### src/bmrq_pkg.sv
`timescale 1ns / 1ps

package bmrq_pkg;

  // Default sizing
  localparam int LEVELS_DEF     = 4;
  localparam int FIFO_DEPTH_DEF = 16;

  // Operation codes carried in the mode field
  typedef enum logic [1:0] {
    OP_ADD    = 2'd0,
    OP_TAKE   = 2'd1,
    OP_CHANGE = 2'd2,
    OP_QUERY  = 2'd3
  } op_t;

  // Result status codes
  typedef enum logic [1:0] {
    ST_DONE   = 2'd0,
    ST_FULL   = 2'd1,
    ST_IDLE   = 2'd2,
    ST_ABSENT = 2'd3
  } status_t;

  // Input beat
  typedef struct packed {
    logic [1:0] mode;
    logic [7:0] task_id;
    logic [1:0] level;
    logic [1:0] new_level;
  } item_t;

  // Result beat
  typedef struct packed {
    logic [1:0] status;
    logic [7:0] task_id_out;
    logic       any_ready;
    logic       higher_ready;
  } result_t;

  // Classified command handed from front to back
  typedef struct packed {
    op_t        op;
    logic [7:0] task_id;
    logic [1:0] level;
    logic [1:0] new_level;
    logic       lvl_ok;
    logic       nlvl_ok;
  } cmd_t;

  // Back-end sequencer states
  typedef enum logic [3:0] {
    S_IDLE,
    S_EXEC,
    S_TAKE_WAIT,
    S_SRCH_RD,
    S_SRCH_CMP,
    S_MOVE_RD,
    S_MOVE_WR,
    S_PUSH,
    S_RESULT
  } state_t;

endpackage

### src/bmrq_queue.sv
`timescale 1ns / 1ps

// Two-entry queue, any packed payload
module bmrq_queue #(
  parameter type T = logic
) (
  input  logic clk,
  input  logic rst,
  input  logic push,
  output logic full,
  input  T     wdata,
  input  logic pop,
  output logic empty,
  output T     rdata
);

  T           mem [2];
  logic       wr_ptr;
  logic       rd_ptr;
  logic [1:0] cnt;
  logic       do_push;
  logic       do_pop;

  assign full    = (cnt == 2'd2);
  assign empty   = (cnt == 2'd0);
  assign do_push = push && !full;
  assign do_pop  = pop && !empty;
  assign rdata   = mem[rd_ptr];

  // Pointers and fill count
  always_ff @(posedge clk) begin
    if (rst) begin
      wr_ptr <= 1'b0;
      rd_ptr <= 1'b0;
      cnt    <= 2'd0;
    end else begin
      if (do_push) wr_ptr <= ~wr_ptr;
      if (do_pop) rd_ptr <= ~rd_ptr;
      case ({do_push, do_pop})
        2'b10:   cnt <= cnt + 2'd1;
        2'b01:   cnt <= cnt - 2'd1;
        default: cnt <= cnt;
      endcase
    end
  end

  // Storage
  always_ff @(posedge clk) begin
    if (do_push) mem[wr_ptr] <= wdata;
  end

endmodule

### src/bmrq_front.sv
`timescale 1ns / 1ps

// Front end: takes input beats, checks level ranges, queues commands
module bmrq_front import bmrq_pkg::*; #(
  parameter int LEVELS = LEVELS_DEF
) (
  input  logic  clk,
  input  logic  rst,
  input  logic  push,
  output logic  full,
  input  item_t item,
  input  logic  cmd_pop,
  output logic  cmd_empty,
  output cmd_t  cmd
);

  cmd_t cls;

  // Classify the incoming beat
  always_comb begin
    cls.op        = op_t'(item.mode);
    cls.task_id   = item.task_id;
    cls.level     = item.level;
    cls.new_level = item.new_level;
    cls.lvl_ok    = (32'(item.level) < LEVELS);
    cls.nlvl_ok   = (32'(item.new_level) < LEVELS);
  end

  bmrq_queue #(.T(cmd_t)) u_cmdq (
    .clk   (clk),
    .rst   (rst),
    .push  (push),
    .full  (full),
    .wdata (cls),
    .pop   (cmd_pop),
    .empty (cmd_empty),
    .rdata (cmd)
  );

endmodule

### src/bmrq_back.sv
`timescale 1ns / 1ps

// Back end: per-level FIFOs in one task memory, executes one command at a time
module bmrq_back import bmrq_pkg::*; #(
  parameter int LEVELS     = LEVELS_DEF,
  parameter int FIFO_DEPTH = FIFO_DEPTH_DEF
) (
  input  logic       clk,
  input  logic       rst,
  input  logic       idle_task_we,
  input  logic [7:0] idle_task,
  input  logic       cmd_empty,
  output logic       cmd_pop,
  input  cmd_t       cmd,
  input  logic       res_full,
  output logic       res_push,
  output result_t    res
);

  localparam int LW = (LEVELS > 1) ? $clog2(LEVELS) : 1;
  localparam int PW = $clog2(FIFO_DEPTH);
  localparam int CW = $clog2(FIFO_DEPTH + 1);
  localparam int AW = $clog2(LEVELS * FIFO_DEPTH);
  localparam int NE = LEVELS * FIFO_DEPTH;

  state_t         state;
  state_t         state_next;
  cmd_t           cur;
  logic [LW-1:0]  lvl_i;
  logic [LW-1:0]  nlvl_i;
  logic [LW-1:0]  top_w;
  logic [PW-1:0]  idx;
  status_t        status_r;
  logic [7:0]     tout_r;
  logic [7:0]     idle_id;
  logic [PW-1:0]  head  [LEVELS];
  logic [CW-1:0]  count [LEVELS];
  logic [LEVELS-1:0] ready;
  logic [LEVELS-1:0] below;

  // Task memory
  logic [7:0]     mem [NE];
  logic           mem_we;
  logic [AW-1:0]  mem_waddr;
  logic [7:0]     mem_wdata;
  logic           mem_re;
  logic [AW-1:0]  mem_raddr;
  logic [7:0]     rdata;

  logic           add_ok;
  logic           absent_now;
  logic           more;
  logic           hit;
  logic           tgt_ok;

  // Memory address of position pos in level l
  function automatic logic [AW-1:0] slot(logic [LW-1:0] l, logic [PW-1:0] pos);
    logic [PW:0]   s;
    logic [AW-1:0] base;
    s = {1'b0, head[l]} + {1'b0, pos};
    if (s >= (PW+1)'(FIFO_DEPTH)) s = s - (PW+1)'(FIFO_DEPTH);
    base = AW'(l) * AW'(FIFO_DEPTH);
    return base + AW'(s);
  endfunction

  // Level flags and lowest ready level
  always_comb begin
    top_w = '0;
    for (int k = LEVELS - 1; k >= 0; k--) begin
      ready[k] = (count[k] != '0);
      below[k] = (k < int'(cur.level));
      if (count[k] != '0) top_w = LW'(k);
    end
  end

  // Decision terms
  assign add_ok     = cur.lvl_ok && (count[lvl_i] < CW'(FIFO_DEPTH));
  assign absent_now = !cur.lvl_ok || (count[lvl_i] == '0);
  assign more       = (({1'b0, idx} + (PW+1)'(1)) < (PW+1)'(count[lvl_i]));
  assign hit        = (rdata == cur.task_id);
  assign tgt_ok     = cur.nlvl_ok &&
                      ((nlvl_i == lvl_i) || (count[nlvl_i] < CW'(FIFO_DEPTH)));

  // Next state
  always_comb begin
    state_next = state;
    unique case (state)
      S_IDLE: if (!cmd_empty) state_next = S_EXEC;
      S_EXEC: begin
        unique case (cur.op)
          OP_TAKE:   state_next = (|ready) ? S_TAKE_WAIT : S_RESULT;
          OP_CHANGE: state_next = absent_now ? S_RESULT : S_SRCH_RD;
          default:   state_next = S_RESULT;
        endcase
      end
      S_TAKE_WAIT: state_next = S_RESULT;
      S_SRCH_RD:   state_next = S_SRCH_CMP;
      S_SRCH_CMP: begin
        if (hit) state_next = tgt_ok ? S_MOVE_RD : S_RESULT;
        else if (more) state_next = S_SRCH_RD;
        else state_next = S_RESULT;
      end
      S_MOVE_RD: state_next = more ? S_MOVE_WR : S_PUSH;
      S_MOVE_WR: state_next = S_MOVE_RD;
      S_PUSH:    state_next = S_RESULT;
      S_RESULT:  if (!res_full) state_next = S_IDLE;
      default:   state_next = S_IDLE;
    endcase
  end

  // Outputs: memory control and handshakes
  always_comb begin
    cmd_pop   = 1'b0;
    res_push  = 1'b0;
    mem_we    = 1'b0;
    mem_waddr = '0;
    mem_wdata = '0;
    mem_re    = 1'b0;
    mem_raddr = '0;
    unique case (state)
      S_IDLE: cmd_pop = !cmd_empty;
      S_EXEC: begin
        if (cur.op == OP_ADD && add_ok) begin
          mem_we    = 1'b1;
          mem_waddr = slot(lvl_i, PW'(count[lvl_i]));
          mem_wdata = cur.task_id;
        end
        if (cur.op == OP_TAKE && (|ready)) begin
          mem_re    = 1'b1;
          mem_raddr = slot(top_w, '0);
        end
      end
      S_SRCH_RD: begin
        mem_re    = 1'b1;
        mem_raddr = slot(lvl_i, idx);
      end
      S_MOVE_RD: begin
        mem_re    = more;
        mem_raddr = slot(lvl_i, PW'({1'b0, idx} + (PW+1)'(1)));
      end
      S_MOVE_WR: begin
        mem_we    = 1'b1;
        mem_waddr = slot(lvl_i, idx);
        mem_wdata = rdata;
      end
      S_PUSH: begin
        mem_we    = 1'b1;
        mem_waddr = slot(nlvl_i, PW'(count[nlvl_i]));
        mem_wdata = cur.task_id;
      end
      S_RESULT: res_push = !res_full;
      default: ;
    endcase
  end

  // Result beat, flags taken from the state left by the operation
  always_comb begin
    res.status       = status_r;
    res.task_id_out  = tout_r;
    res.any_ready    = |ready;
    res.higher_ready = |(ready & below);
  end

  // Task memory, registered read
  always_ff @(posedge clk) begin
    if (mem_we) mem[mem_waddr] <= mem_wdata;
    if (mem_re) rdata <= mem[mem_raddr];
  end

  // Control state: sequencer, heads, counts, idle id
  always_ff @(posedge clk) begin
    if (rst) begin
      state   <= S_IDLE;
      idle_id <= '0;
      for (int k = 0; k < LEVELS; k++) begin
        head[k]  <= '0;
        count[k] <= '0;
      end
    end else begin
      state <= state_next;
      if (idle_task_we) idle_id <= idle_task;
      unique case (state)
        S_EXEC: begin
          if (cur.op == OP_ADD && add_ok) count[lvl_i] <= count[lvl_i] + CW'(1);
          if (cur.op == OP_TAKE && (|ready)) begin
            head[top_w]  <= (head[top_w] == PW'(FIFO_DEPTH - 1)) ? '0
                                                                 : head[top_w] + PW'(1);
            count[top_w] <= count[top_w] - CW'(1);
          end
        end
        S_MOVE_RD: if (!more) count[lvl_i] <= count[lvl_i] - CW'(1);
        S_PUSH:    count[nlvl_i] <= count[nlvl_i] + CW'(1);
        default: ;
      endcase
    end
  end

  // Command payload and result fields
  always_ff @(posedge clk) begin
    unique case (state)
      S_IDLE: begin
        if (!cmd_empty) begin
          cur      <= cmd;
          lvl_i    <= LW'(cmd.level);
          nlvl_i   <= LW'(cmd.new_level);
          idx      <= '0;
          status_r <= ST_DONE;
          tout_r   <= '0;
        end
      end
      S_EXEC: begin
        unique case (cur.op)
          OP_ADD:    if (!add_ok) status_r <= ST_FULL;
          OP_TAKE: begin
            if (!(|ready)) begin
              status_r <= ST_IDLE;
              tout_r   <= idle_id;
            end
          end
          OP_CHANGE: if (absent_now) status_r <= ST_ABSENT;
          default: ;
        endcase
      end
      S_TAKE_WAIT: tout_r <= rdata;
      S_SRCH_CMP: begin
        if (hit) begin
          if (!tgt_ok) status_r <= ST_FULL;
        end else if (more) begin
          idx <= idx + PW'(1);
        end else begin
          status_r <= ST_ABSENT;
        end
      end
      S_MOVE_WR: idx <= idx + PW'(1);
      default: ;
    endcase
  end

endmodule

### src/bitmap_multilevel_ready_queue.sv
`timescale 1ns / 1ps

// Multilevel ready queue: one FIFO of task ids per level (level 0 most urgent)
// kept in a single task memory, with a flag per non-empty level. Input beats
// pass through a two-entry command queue; results leave through a two-entry
// result queue, so either side may stall on its own. The back end runs one
// command at a time: add and query go from command pickup straight to the
// result, take waits for one memory read, and a level change searches the
// level entry by entry, compacts the entries behind the found task and
// pushes it onto the new level, paced by the single memory read port.
// A change that finds nothing ends after the search. The user must write the
// idle task id by idle_task_we only while the block is quiet (not enforced).
module bitmap_multilevel_ready_queue import bmrq_pkg::*; #(
  parameter int LEVELS     = LEVELS_DEF,
  parameter int FIFO_DEPTH = FIFO_DEPTH_DEF
) (
  input  logic       clk,
  input  logic       rst,
  input  logic       push,
  output logic       full,
  input  item_t      item,
  output logic       empty,
  input  logic       pop,
  output result_t    result,
  input  logic       idle_task_we,
  input  logic [7:0] idle_task
);

  logic    cmd_pop;
  logic    cmd_empty;
  cmd_t    cmd;
  logic    res_push;
  logic    res_full;
  result_t res;

  bmrq_front #(.LEVELS(LEVELS)) u_front (
    .clk       (clk),
    .rst       (rst),
    .push      (push),
    .full      (full),
    .item      (item),
    .cmd_pop   (cmd_pop),
    .cmd_empty (cmd_empty),
    .cmd       (cmd)
  );

  bmrq_back #(.LEVELS(LEVELS), .FIFO_DEPTH(FIFO_DEPTH)) u_back (
    .clk          (clk),
    .rst          (rst),
    .idle_task_we (idle_task_we),
    .idle_task    (idle_task),
    .cmd_empty    (cmd_empty),
    .cmd_pop      (cmd_pop),
    .cmd          (cmd),
    .res_full     (res_full),
    .res_push     (res_push),
    .res          (res)
  );

  // Result queue
  bmrq_queue #(.T(result_t)) u_resq (
    .clk   (clk),
    .rst   (rst),
    .push  (res_push),
    .full  (res_full),
    .wdata (res),
    .pop   (pop),
    .empty (empty),
    .rdata (result)
  );

endmodule
### config.mk
export PLATFORM = sky130hd
export DESIGN_NAME = bitmap_multilevel_ready_queue
export DESIGN_NICKNAME = d
export VERILOG_FILES = /design/src/bmrq_pkg.sv /design/src/bmrq_queue.sv /design/src/bmrq_front.sv /design/src/bmrq_back.sv /design/src/bitmap_multilevel_ready_queue.sv
export SDC_FILE = /design/constraint.sdc
export NUM_CORES = 1
export LEC_CHECK = 0
export ABC_CLOCK_PERIOD_IN_PS = 5300
export BUFFER_PORTS_ARGS = -buffer_cell sky130_fd_sc_hd__clkbuf_2
export CORE_MARGIN = 2
export CORE_UTILIZATION = 25
export CTS_CLUSTER_SIZE = 25
export DETAILED_ROUTE_END_ITERATION = 6
export PLACE_DENSITY_LB_ADDON = 0.05
export SLEW_MARGIN = 20
export SYNTH_ARGS = -nofsm -noshare
export SYNTH_HDL_FRONTEND = slang
export SYNTH_SLANG_ARGS = --single-unit
### constraint.sdc
create_clock -name clk -period 5.3 [get_ports clk]
set_clock_uncertainty 0.15 [all_clocks]
set_input_delay 0.53 -clock clk [delete_from_list [all_inputs] [get_ports clk]]
set_output_delay 0.53 -clock clk [all_outputs]
set_load 0.02 [all_outputs]
After elaboration in Yosys (flattened, before gate mapping)
Memories as Yosys holds them, arrays and structs flattened. A register that Yosys moved wholly into a read port is not among the register bits.
Index checks and enable logic that the tools add are counted.
W data, S select, Z words.
{"block": "word_totals", "mem_bits_rw": 600, "ff_bits": 36, "n_memories": 5, "wordCells": 230}
{"name": "u_back.mem", "words": 64, "word_bits": 8, "rd": 1, "rd_clocked_by_memory_dff": 1, "wr": 1, "line_no": "bmrq_back.sv:42", "text": "logic [7:0] mem [NE];"}
{"name": "u_front.u_cmdq.mem", "words": 2, "word_bits": 14, "rd": 1, "rd_clocked_by_memory_dff": 1, "wr": 1, "line_no": "bmrq_queue.sv:17", "text": "T mem [2];"}
{"name": "u_resq.mem", "words": 2, "word_bits": 12, "rd": 1, "rd_clocked_by_memory_dff": 1, "wr": 1, "line_no": "bmrq_queue.sv:17"}
{"name": "u_back.count", "words": 4, "word_bits": 5, "rd": 7, "rd_clocked_by_memory_dff": 0, "wr": 4, "line_no": "bmrq_back.sv:37", "text": "logic [CW-1:0] count [LEVELS];"}
{"name": "u_back.head", "words": 4, "word_bits": 4, "rd": 3, "rd_clocked_by_memory_dff": 0, "wr": 4, "line_no": "bmrq_back.sv:36", "text": "logic [PW-1:0] head [LEVELS];"}
{"block": "classes", "n_lt_le_gt_ge": 11, "n_reduce_logical": 42, "n_bitwise": 7, "add_sub_neg": 26, "n_mux": 95, "n_eq_ne": 31}
{"operator": "$mux W5", "count": 17}
{"operator": "$mux W4", "count": 12}
{"operator": "$pmux W8 S3", "count": 2}
{"operator": "$add A6 B5 Y6", "count": 6}
{"operator": "$pmux W6 S3", "count": 2}
{"operator": "$mux W1", "count": 32}
{"operator": "$mux W8", "count": 4}
{"operator": "$pmux W4 S8", "count": 1}
{"operator": "$mux W2", "count": 15}
{"operator": "$add A4 B4 Y5", "count": 4}
{"operator": "$ge A5 B5 Y1 const B", "count": 4}
{"operator": "$reduce_bool A5 Y1", "count": 4}
{"operator": "$sub A5 B5 Y5 const B", "count": 4}
{"operator": "$eq A4 B3 Y1 const B", "count": 4}
{"operator": "$reduce_or A5 Y1", "count": 3}
{"operator": "$mux W6", "count": 2}
{"operator": "$ne A3 B3 Y1 const B", "count": 4}
{"operator": "$pmux W2 S3", "count": 2}
{"operator": "$pmux W4 S3", "count": 1}
{"operator": "$reduce_or A4 Y1", "count": 3}
{"operator": "$add A5 B1 Y5 const B", "count": 2}
{"operator": "$eq A2 B2 Y1 const B", "count": 5}
{"operator": "$lt A5 B5 Y1 const B", "count": 2}
{"operator": "$sub A5 B1 Y5 const B", "count": 2}
{"operator": "other kinds (38)", "count": 75}

Depth between registers and ports, before layout
Gate-level depths: netlist of run 1.
An unclocked memory read counts as a cell.
{"block": "logic_depth", "word_depth": 14, "mapped_depth": 19, "ltp_nobuf": 15}

Cells and area by module
From an unflattened synthesis of run 1, not the netlist that was laid out.
{"block": "unflattened", "cells_unflattened": 2093, "hier_area_um2": 28594.9}
{"mod": "bmrq_back", "seq_area_each_um2": 17917.2, "instances": 1, "area_per_inst_um2": 26131.3, "cells_per_inst": 1953}
{"mod": "bmrq_queue at u_front.u_cmdq", "seq_area_each_um2": 1061.0, "instances": 1, "area_per_inst_um2": 1375.1, "cells_per_inst": 76}
{"mod": "bmrq_queue at u_resq", "seq_area_each_um2": 820.8, "instances": 1, "area_per_inst_um2": 1084.8, "cells_per_inst": 63}
{"mod": "bmrq_front", "seq_area_each_um2": 0.0, "instances": 1, "area_per_inst_um2": 3.8, "cells_per_inst": 1}

Worst setup path after synthesis of run 1
OpenSTA, ideal clock, no wires.
{"block": "synth_path", "path_kind": "reg2reg", "startpoint": "register u_back.cur[4] (netlist name)", "endpoint": "register u_back.rdata[6], read port of u_back.mem, data pin", "arrival_ns": 4.254, "setup_time_ns": 0.176, "path_stages_with_launch": 17, "setup_slack_ns": 0.720, "required_ns": 4.974, "path_buffers": 5, "path_cell_list": "edfxtp_1 clkbuf_1 mux4_2 ha_1 fa_1 xor3_1 nor2_1 a311o_1 buf_4 buf_2 buf_2 buf_1 nand2_1 a32o_1 a2111oi_0 nand2_1 o32ai_1"}
{"element": "end: declaration", "line_no": "bmrq_back.sv:48", "text": "logic [7:0] rdata;"}

==> results of run 1 <==
sequential cells by signal (all words and copies together) (netlist names), 4 cells and up, named ones only:
signal              flops
u_back.tout_r           8
u_back.count           20
u_back.head            16
u_front.u_cmdq.mem     28
u_back.mem            512
u_back.state            4
u_resq.mem             24
u_back.rdata            8
u_back.cur             12
u_back.idle_id          8
u_back.idx              4
critical path, delay by kind of cell, from the launching register on:
kind	cells	cell delay, ns
compound gates	4	0.85
fa+ha+maj	1	0.42
mux	1	0.64
xor+xnor	1	0.18
flops	1	0.41
simple gates	4	1.36
buf+inv	3	0.82
layout make-up:
cell class,count,area [µm²]
multi-input combinational,1492,8330
fill,11500,78600
clock inverter,33,258
inverter,24,90.1
timing repair buffer,217,1750
clock buffer,106,2180
sequential,657,19500
antenna,1,2.50
tap,1500,1880
cells by family after synthesis:
| kind of cell | count (synthesis) | synth area share |
|---|---|---|
| other cells | 1 | 0.000132 |
| simple gates | 1082 | 0.167 |
| fa+ha+maj | 32 | 0.0151 |
| flops | 657 | 0.687 |
| compound gates | 273 | 0.0645 |
| mux | 65 | 0.0321 |
| buf+inv | 143 | 0.0216 |
| xor+xnor | 39 | 0.0125 |
worst max-delay path by stage:
stage,start,endpoint,slack [ns],cells after the start
after detailed placement,u_back.cur[4],u_back.rdata[6],0.09,13
after floorplan,u_back.cur[4],u_back.rdata[6],0.72,16
after global routing,u_back.cur[4],u_back.rdata[5],0.04,14
after CTS,u_back.cur[4],u_back.rdata[6],0.05,13
after global placement,u_back.cur[4],u_back.rdata[6],0.06,15
final,u_back.cur[4],u_back.rdata[3],0.28,14
where the power goes:
| group | switching, mW | total, mW | internal [mW] |
|---|---|---|---|
| sequential | 0.257 | 6.33 | 6.07 |
| clock | 2.18 | 5.21 | 3.03 |
| combinational | 3.02 | 4.57 | 1.55 |
| total | 5.46 | 16.1 | 10.6 |
routing by layer:
metal,GRT usage,up-vias,part of all wire
met3,0.0238,117,0.034
li1,-,8805,-
met4,0.0441,0,0.024
met1,0.228,9565,0.47
met2,0.274,349,0.48
met5,0,-,0
placed cells by master (no fill, tap or decap), drive strengths merged, types with 9 or more instances in the layout:
cell type / netlist / layout
edfxtp: 636 / 636
nand2: 563 / 563
nand3: 226 / 226
buf: 62 / 155
nor2: 151 / 151
clkbuf: 57 / 146
a21oi: 123 / 123
nor4: 32 / 32
ha: 28 / 28
mux2: 27 / 27
nor3: 26 / 26
o21ai: 26 / 26
xnor2: 25 / 25
inv: 24 / 25
clkinv: 0 / 25
dlygate4sd3: 0 / 22
a211oi: 21 / 21
dfxtp: 21 / 21
mux2i: 20 / 20
mux4: 18 / 18
a22o: 18 / 18
and3: 17 / 17
or4: 15 / 15
xor2: 13 / 13
o211ai: 11 / 11
nand2b: 9 / 9
timing repair:
item                                   in CTS  in global routing
resized for setup                           0                  2
endpoints found under the hold margin      36                  0
hold buffers                               22                  0
setup endpoints to repair                   0                  1
stage by stage:
step | area, µm² | hold WS [ns] | util
4_1_cts | 34000 | 0.121 | 0.302
6_report | 34000 | 0.169 | 0.302
3_5_place_dp | 31300 | 0.290 | 0.278
3_3_place_gp | 31300 | 0.285 | 0.278
2_1_floorplan | 28400 | 0.271 | -
5_1_grt | 34000 | 0.178 | 0.302
==> flow_metrics.tcl, run 1 <==
set metrics [dict create \
    status "completed" \
    htreeDepth 3 \
    fin_tns_setup_ns 0 \
    grt_pass1_wl_um 139000 \
    holdCritStartpoint "push" \
    ys_top_cells_by_count "edfxtp_1, nand2_1, nand3_1" \
    grt_max_degree 65 \
    cts_setup_buffers 0 \
    ctsLongestPathBuffers 3 \
    postRouteAntennaNets 0 \
    worst_pin_slew_ns 1.07 \
    drt_pass1_iterations 5 \
    synth-edff-count 636 \
    ir_worst_vdd_mv 0.281 \
    layout.nets 2533 \
    layout_setup_ws_ns 0.276 \
    fin_crit_sh 0.948 \
    drc_errors 0 \
    cts.sinks 657 \
    max_stage_delay_ns 0.65 \
    seq_area_frac_synth 0.687 \
    crit_path_start_kind "flip-flop" \
    core_area_um2 113000 \
    routed_wl_um 97200 \
    hold_viol_final 0 \
    rr_worst_depth 14 \
    dp_slack_ns 0.0908 \
    grt_pass1_vias 19100 \
    reg2reg_from "u_back.cur[4]" \
    hp-class "input port to flip-flop" \
    gp_congestion 0.810 \
    root_buffer "clkbuf_16" \
    reg2reg_to "u_back.rdata[3]" \
    die_y_um 341 \
    cp_cell_sequence "buf_4 > mux4_2 > fa_1 > xor2_1 > o2bb2ai_1 > a311oi_4 > buf_12 > buf_4 > nand2_1 > nand3_1 > a21oi_1 > or4_1 > or4_1 > o32ai_1" \
    synth-seq-cells 657 \
    fp.dieArea_um2 116000 \
    critPathSlowestCell "or4_1" \
    avgSynthCellArea_um2 12.4 \
    hpwl_um 65200 \
    hold_end "u_front.u_cmdq.wr_ptr" \
    crit_fanout 42 \
    start_util 0.252 \
    ys_warn_count 0 \
    layout.cells.non_filler 4030 \
    overflow 0 \
    area.growth.synth_to_final_pct 19.7 \
    yosysMostFrequentCell "edfxtp_1" \
    synth_top_cell_by_area "edfxtp_1" \
    vias 18800 \
    drt-initial-drc-count 1390 \
    wl_per_cell_um 24.1 \
    vias_per_cell 4.67 \
    required_ns 5.60 \
    cp_data_arrival_time_ns 5.33 \
    clock.fmax_ghz 0.199 \
    path_clk_slew_ns 0.06 \
    grt_usage 0.166 \
    row_count 123 \
    maxCapViolCount 0 \
    ys_types 79 \
    cp-end-kind "flip-flop" \
    p_leak_nw 12.0 \
    synthCells 2292 \
    grt_setup_unrepaired "no" \
    relSlewSlack 0.282 \
    num_io_pins 41 \
    worstSetupPathType "flip-flop to flip-flop" \
    synth_area_leaders "edfxtp_1, nand2_1, nand3_1, a21oi_1, nor2_1" \
    setup_violations 0 \
    clk_latency_ns 0.65 \
    hold_path_depth 4 \
    dp_cells 3868 \
    final_layout_size_suffix_gt1_frac 0.149 \
    synth_top_area_frac 0.672 \
    power.total_mw 16.1 \
    slew_violations 0 \
    power_density_nw_per_um2 474 \
    grt_antenna_before_repair 2 \
    async_reset_ff_frac 0 \
    synth_nets 2351 \
    chipWidth_um 341 \
    cts_tree "done" \
    syn_area_um2 28400 \
    cts_buffers 82 \
    min_period_ns 5.02 \
    ff2ff_setup_slack_ns 0.28 \
    port_buffers 40 \
    synth-main-ff-cell "edfxtp_1" \
]
Power figures use the tool's default switching activity.
==> inputs of run 2 (changes only) <==
--- a/config.mk
+++ b/config.mk
@@ -12,6 +12,7 @@
 export CTS_CLUSTER_SIZE = 25
 export DETAILED_ROUTE_END_ITERATION = 6
 export PLACE_DENSITY_LB_ADDON = 0.05
+export RECOVER_POWER = 50
 export SLEW_MARGIN = 20
 export SYNTH_ARGS = -nofsm -noshare
 export SYNTH_HDL_FRONTEND = slang
==> run 2 against run 1 <==
Net effect:
- the run now ends with max-capacitance violations, max-slew violations left
- cell count barely moved
- worst hold slack improved by 0.0013 ns
- global-route usage did not move
- critical endpoint is now u_back.rdata[5]
==> flow_metrics.tcl, run 2 (synthesis results as in run 1) <==
set metrics [dict create \
    top_layer "met4" \
    ir_worst_vdd_mv 0.277 \
    worstSetupPathType "flip-flop to flip-flop" \
    drt-initial-drc-count 1371 \
    overflow 0 \
    largest_register_ffs 512 \
    placed_area_um2 31300 \
    ctsLongestPathBuffers 3 \
    cp-end-kind "flip-flop" \
    grt_antenna_before_repair 2 \
    violations "max-capacitance violations, max-slew violations" \
    reg2reg_from "u_back.cur[4]" \
    grt_max_degree 65 \
    path_clk_slew_ns 0.06 \
    cts_tree "done" \
    met1Wirelength_um 45600 \
    root_buffer "clkbuf_16" \
    min_period_ns 5.08 \
    dp_slack_ns 0.0908 \
    crit_path_start_kind "flip-flop" \
    power_density_nw_per_um2 475 \
    grt_pass1_vias 19100 \
    fp.dieArea_um2 116000 \
    start_util 0.252 \
    setup_violations 0 \
    holdWs_ns 0.170 \
    layout.nets 2533 \
    crit_fanout 42 \
    grt_pass1_wl_um 139000 \
    p_leak_nw 11.9 \
    holdCritStartpoint "push" \
    num_io_pins 41 \
    drc_errors 0 \
    wl_per_cell_um 24.1 \
    clk_latency_ns 0.64 \
    required_ns 5.61 \
    core_area_um2 113000 \
    crit_start "u_back.cur[4]" \
    layout_setup_ws_ns 0.224 \
    cts.sinks 657 \
    worst_pin_slew_ns 2.20 \
    row_count 123 \
    wl_met2_um 46200 \
    largest_register "u_back.mem" \
    met3_length_um 2990 \
    cp_cell_sequence "buf_4 > mux4_2 > fa_1 > xor2_1 > o2bb2ai_1 > a311oi_4 > buf_12 > buf_4 > nand2_1 > nand3_1 > a21oi_1 > or4_1 > or4_1 > o32ai_1" \
    hpwl_um 65200 \
    chipWidth_um 341 \
    final_layout_size_suffix_gt1_frac 0.124 \
    postRouteAntennaNets 0 \
    drt_pass1_iterations 5 \
    fin_area_um2 33900 \
    status "finished, violations left" \
    routed_wl_um 97200 \
    vias_per_cell 4.69 \
    fin_crit_sh 0.958 \
    hp-class "input port to flip-flop" \
    htreeDepth 3 \
    max_stage_delay_ns 0.71 \
    final_common_cell "edfxtp_1" \
    clock.fmax_ghz 0.197 \
    maxCapViolCount 10 \
    critPathSlowestCell "or4_1" \
    relSlewSlack -0.464 \
    grt_setup_unrepaired "no" \
    cp_data_arrival_time_ns 5.39 \
    fin_tns_setup_ns 0 \
    power.total_mw 16.1 \
    reg_top3 "u_back.mem (512), u_front.u_cmdq.mem (28), u_resq.mem (24)" \
    most-common-layout-cells "edfxtp_1, nand2_1, nand3_1, nor2_1, a21oi_1" \
    vias 18900 \
    hold_viol_final 0 \
    area.growth.synth_to_final_pct 19.1 \
    gp_congestion 0.810 \
    diodes 0 \
    die_y_um 341 \
    port_buffers 40 \
    n_fill_cell 11500 \
    grt_usage 0.166 \
    cts_buffers 82 \
    slew_violations 394 \
]
## run 2: final timing paths
check	end	slack, ns	cells past startpoint
worst max-delay path	u_back.rdata[5]	0.22	14
worst min-delay path	u_front.u_cmdq.wr_ptr	0.17	4
worst max register to register	u_back.rdata[5]	0.22	14
worst min register to register	u_resq.mem[0][10]	0.30	0
## run 2: worst max-delay path, delay by kind of cell (launching register included)
family,cells,cell delay (ns)
multiplexers,1,0.64
AO/OA/AOI/OAI,4,0.87
buffers and inverters,3,0.83
adder cells (fa/ha/maj),1,0.42
XOR/XNOR,1,0.19
AND/OR/NAND/NOR,4,1.39
flip-flops,1,0.40
## run 2: routing by layer
metal | GRT usage | vias up
li1 | - | 8801
met1 | 0.228 | 9634
met2 | 0.274 | 326
met3 | 0.0238 | 123
met4 | 0.0441 | 0
met5 | 0 | -
## run 2: power by group
| group | switching, mW | internal [mW] | total, mW |
|---|---|---|---|
| registers | 0.256 | 6.08 | 6.33 |
| logic | 3.03 | 1.51 | 4.54 |
| clock network | 2.17 | 3.03 | 5.20 |
| total | 5.45 | 10.6 | 16.1 |
## run 2: layout make-up
cell class	count	area [µm²]	area share
Multi-Input combinational cell	1492	8300	0.245
Inverter	24	90.1	0.00266
Clock inverter	33	258	0.00761
Timing Repair Buffer	217	1630	0.0480
Clock buffer	106	2180	0.0645
Sequential cell	657	19500	0.577
Tap cell	1500	1880	0.0554
## run 2: metrics by stage
step,cells,util
CTS,4029,0.302
detailed placement,3868,0.278
global placement,3868,0.278
floorplan,2292,-
finish,4029,0.301
global route,4029,0.301
## run 2: timing repair
| item | in CTS | in global routing |
|---|---|---|
| endpoints found under the hold margin | 36 | 0 |
| hold buffers | 22 | 0 |
| resized for setup | 0 | 2 |
| buffers inserted | 0 | 0 |
| setup endpoints to repair | 0 | 1 |
==> inputs of run 3 (changes only) <==
--- a/config.mk
+++ b/config.mk
@@ -13,6 +13,7 @@
 export DETAILED_ROUTE_END_ITERATION = 6
 export PLACE_DENSITY_LB_ADDON = 0.05
 export RECOVER_POWER = 50
+export REMOVE_ABC_BUFFERS = 1
 export SLEW_MARGIN = 20
 export SYNTH_ARGS = -nofsm -noshare
 export SYNTH_HDL_FRONTEND = slang
==> run 3 against run 2 <==
Net effect:
- routed wire length is 0.47% higher
- largest cell class unchanged
- power grew 1.9%
- fmax about the same
- the run still ends with max-capacitance violations, max-slew violations left
- worst setup slack better by 0.0044 ns
- sequential power hardly changed
- via count is 0.79% higher
- sequential share of layout area is 0.28 points lower
- critical path depth rose by 1
- clock-buffer cell count shrank 1
==> flow_metrics.tcl, run 3 (synthesis results as in run 1) <==
set metrics [dict create \
    vias 19000 \
    overflow 0 \
    grt_max_degree 76 \
    largest_register "u_back.mem" \
    root_buffer "clkbuf_16" \
    largest_register_ffs 512 \
    port_buffers 40 \
    wl_per_cell_um 24.1 \
    most-common-layout-cells "edfxtp_1, nand2_1, nand3_1, nor2_1, buf_4" \
    setup_violations 0 \
    layout.nets 2538 \
    drt_pass1_iterations 5 \
    crit_path_start_kind "flip-flop" \
    relSlewSlack -0.191 \
    cp_data_arrival_time_ns 5.37 \
    row_count 123 \
    num_io_pins 41 \
    grt_antenna_before_repair 3 \
    hp-class "input port to flip-flop" \
    max_stage_delay_ns 0.60 \
    cp_top_family "simple AND/OR/NAND/NOR gates" \
    area.growth.synth_to_final_pct 19.7 \
    slew_violations 185 \
    cp.buffers_inverters 3 \
    cts_tree "done" \
    cp-end-kind "flip-flop" \
    final_layout_size_suffix_gt1_frac 0.134 \
    power.total_mw 16.4 \
    final_common_cell "edfxtp_1" \
    clock.fmax_ghz 0.197 \
    fin_crit_sh 0.957 \
    start_util 0.252 \
    grt_pass1_wl_um 142000 \
    critPathSlowestCell "mux4_2" \
    crit_fanout 43 \
    cts_buffers 82 \
    path_clk_slew_ns 0.06 \
    htreeDepth 3 \
    clk_latency_ns 0.66 \
    fp.dieArea_um2 116000 \
    ctsLongestPathBuffers 3 \
    routed_wl_um 97600 \
    drt-initial-drc-count 1544 \
    cts.sinks 657 \
    drc_errors 0 \
    cpMostUsedCell "buf_4" \
    cp_cell_sequence "mux4_2 > ha_1 > fa_1 > xor2_1 > o2bb2ai_1 > a311oi_4 > buf_12 > buf_4 > nand2_1 > nand3_1 > a21oi_1 > or4_1 > nor4_1 > buf_4 > a32o_1" \
    hold_viol_final 0 \
    ir_worst_vdd_mv 0.362 \
    required_ns 5.60 \
    min_period_ns 5.07 \
    hpwl_um 64300 \
    worst_pin_slew_ns 1.79 \
    grt_setup_unrepaired "no" \
    die_y_um 341 \
    gp_congestion 0.831 \
    placed_area_um2 31300 \
    violations "max-capacitance violations, max-slew violations" \
    vias_per_cell 4.71 \
    postRouteAntennaNets 0 \
    status "finished, violations left" \
    grt_pass1_vias 19600 \
    worstSetupPathType "flip-flop to flip-flop" \
    maxCapViolCount 4 \
    p_leak_nw 12.0 \
    grt_usage 0.167 \
    fin_tns_setup_ns 0 \
    fin_area_um2 34000 \
    core_area_um2 113000 \
    power_density_nw_per_um2 482 \
    reg_top3 "u_back.mem (512), u_front.u_cmdq.mem (28), u_resq.mem (24)" \
    chipWidth_um 341 \
]
-- run 3: cell count changes in the layout (fill, tap and decap cells not counted), sizes merged --
cell / before / now
buf: 133 / 146
bufinv: 3 / 5
clkbuf: 168 / 159
clkinv: 25 / 30
diode: 0 / 1
inv: 25 / 28
-- run 3: final timing paths --
path / startpoint / to / slack (ns) / cells past startpoint
hold / removal: push / u_front.u_cmdq.wr_ptr / 0.17 / 4
hold reg to reg: u_back.status_r[0] / u_resq.mem[1][10] / 0.29 / 0
setup / recovery: u_back.cur[4] / u_back.rdata[1] / 0.23 / 15
setup reg to reg: u_back.cur[4] / u_back.rdata[1] / 0.23 / 15
-- run 3: per-layer routing --
layer  share of wire  global-route usage  wire length [µm]
met1            0.46               0.226             44800
met4           0.022              0.0407              2120
met3           0.032              0.0231              3110
met5               0                   0                 0
met2            0.49               0.282             47600
-- run 3: worst reg2reg max path, stage by stage (launching register included) --
cell       delay (ns)
edfxtp_1         0.45
mux4_2           0.60
ha_1             0.25
fa_1             0.41
xor2_1           0.19
o2bb2ai_1        0.23
a311oi_4         0.38
buf_12           0.28
buf_4            0.32
nand2_1          0.09
nand3_1          0.11
a21oi_1          0.09
or4_1            0.56
nor4_1           0.29
buf_4            0.19
a32o_1           0.28
-- run 3: repair_timing --
action / 4_1_cts / 5_1_grt
endpoints found under the setup margin: 3 / 1
hold buffers: 22 / 0
gates resized for setup: 2 / 1
hold endpoints to repair: 36 / 0
setup buffers: 3 / 0
-- run 3: final cells by class --
type                            count  area (µm²)
Clock buffer                      105        2190
Tap cell                         1500        1880
Sequential cell                   657       19500
Fill cell                       11500       78600
Antenna cell                        1        2.50
Clock inverter                     43         390
Inverter                           24        90.1
Timing Repair Buffer              222        1650
Multi-Input combinational cell   1492        8300
-- run 3: report_power, final --
group          internal (mW)  switching [mW]  leakage [nW]
Clock                   3.17            2.28          1.25
Combinational           1.56            3.07          4.35
Sequential              6.07           0.233          6.40
Total                   10.8            5.58          12.0
-- run 3: metrics by stage --
stage          cells  hold slack (ns)   util  setup WS, ns
6_report        4044            0.166  0.302         0.228
5_1_grt         4043            0.185  0.302        0.0202
4_1_cts         4043            0.137  0.303         0.134
3_5_place_dp    3870            0.283  0.278       -0.0782
3_3_place_gp    3870            0.282  0.278       -0.0584
2_1_floorplan   2173            0.271      -         -2.51
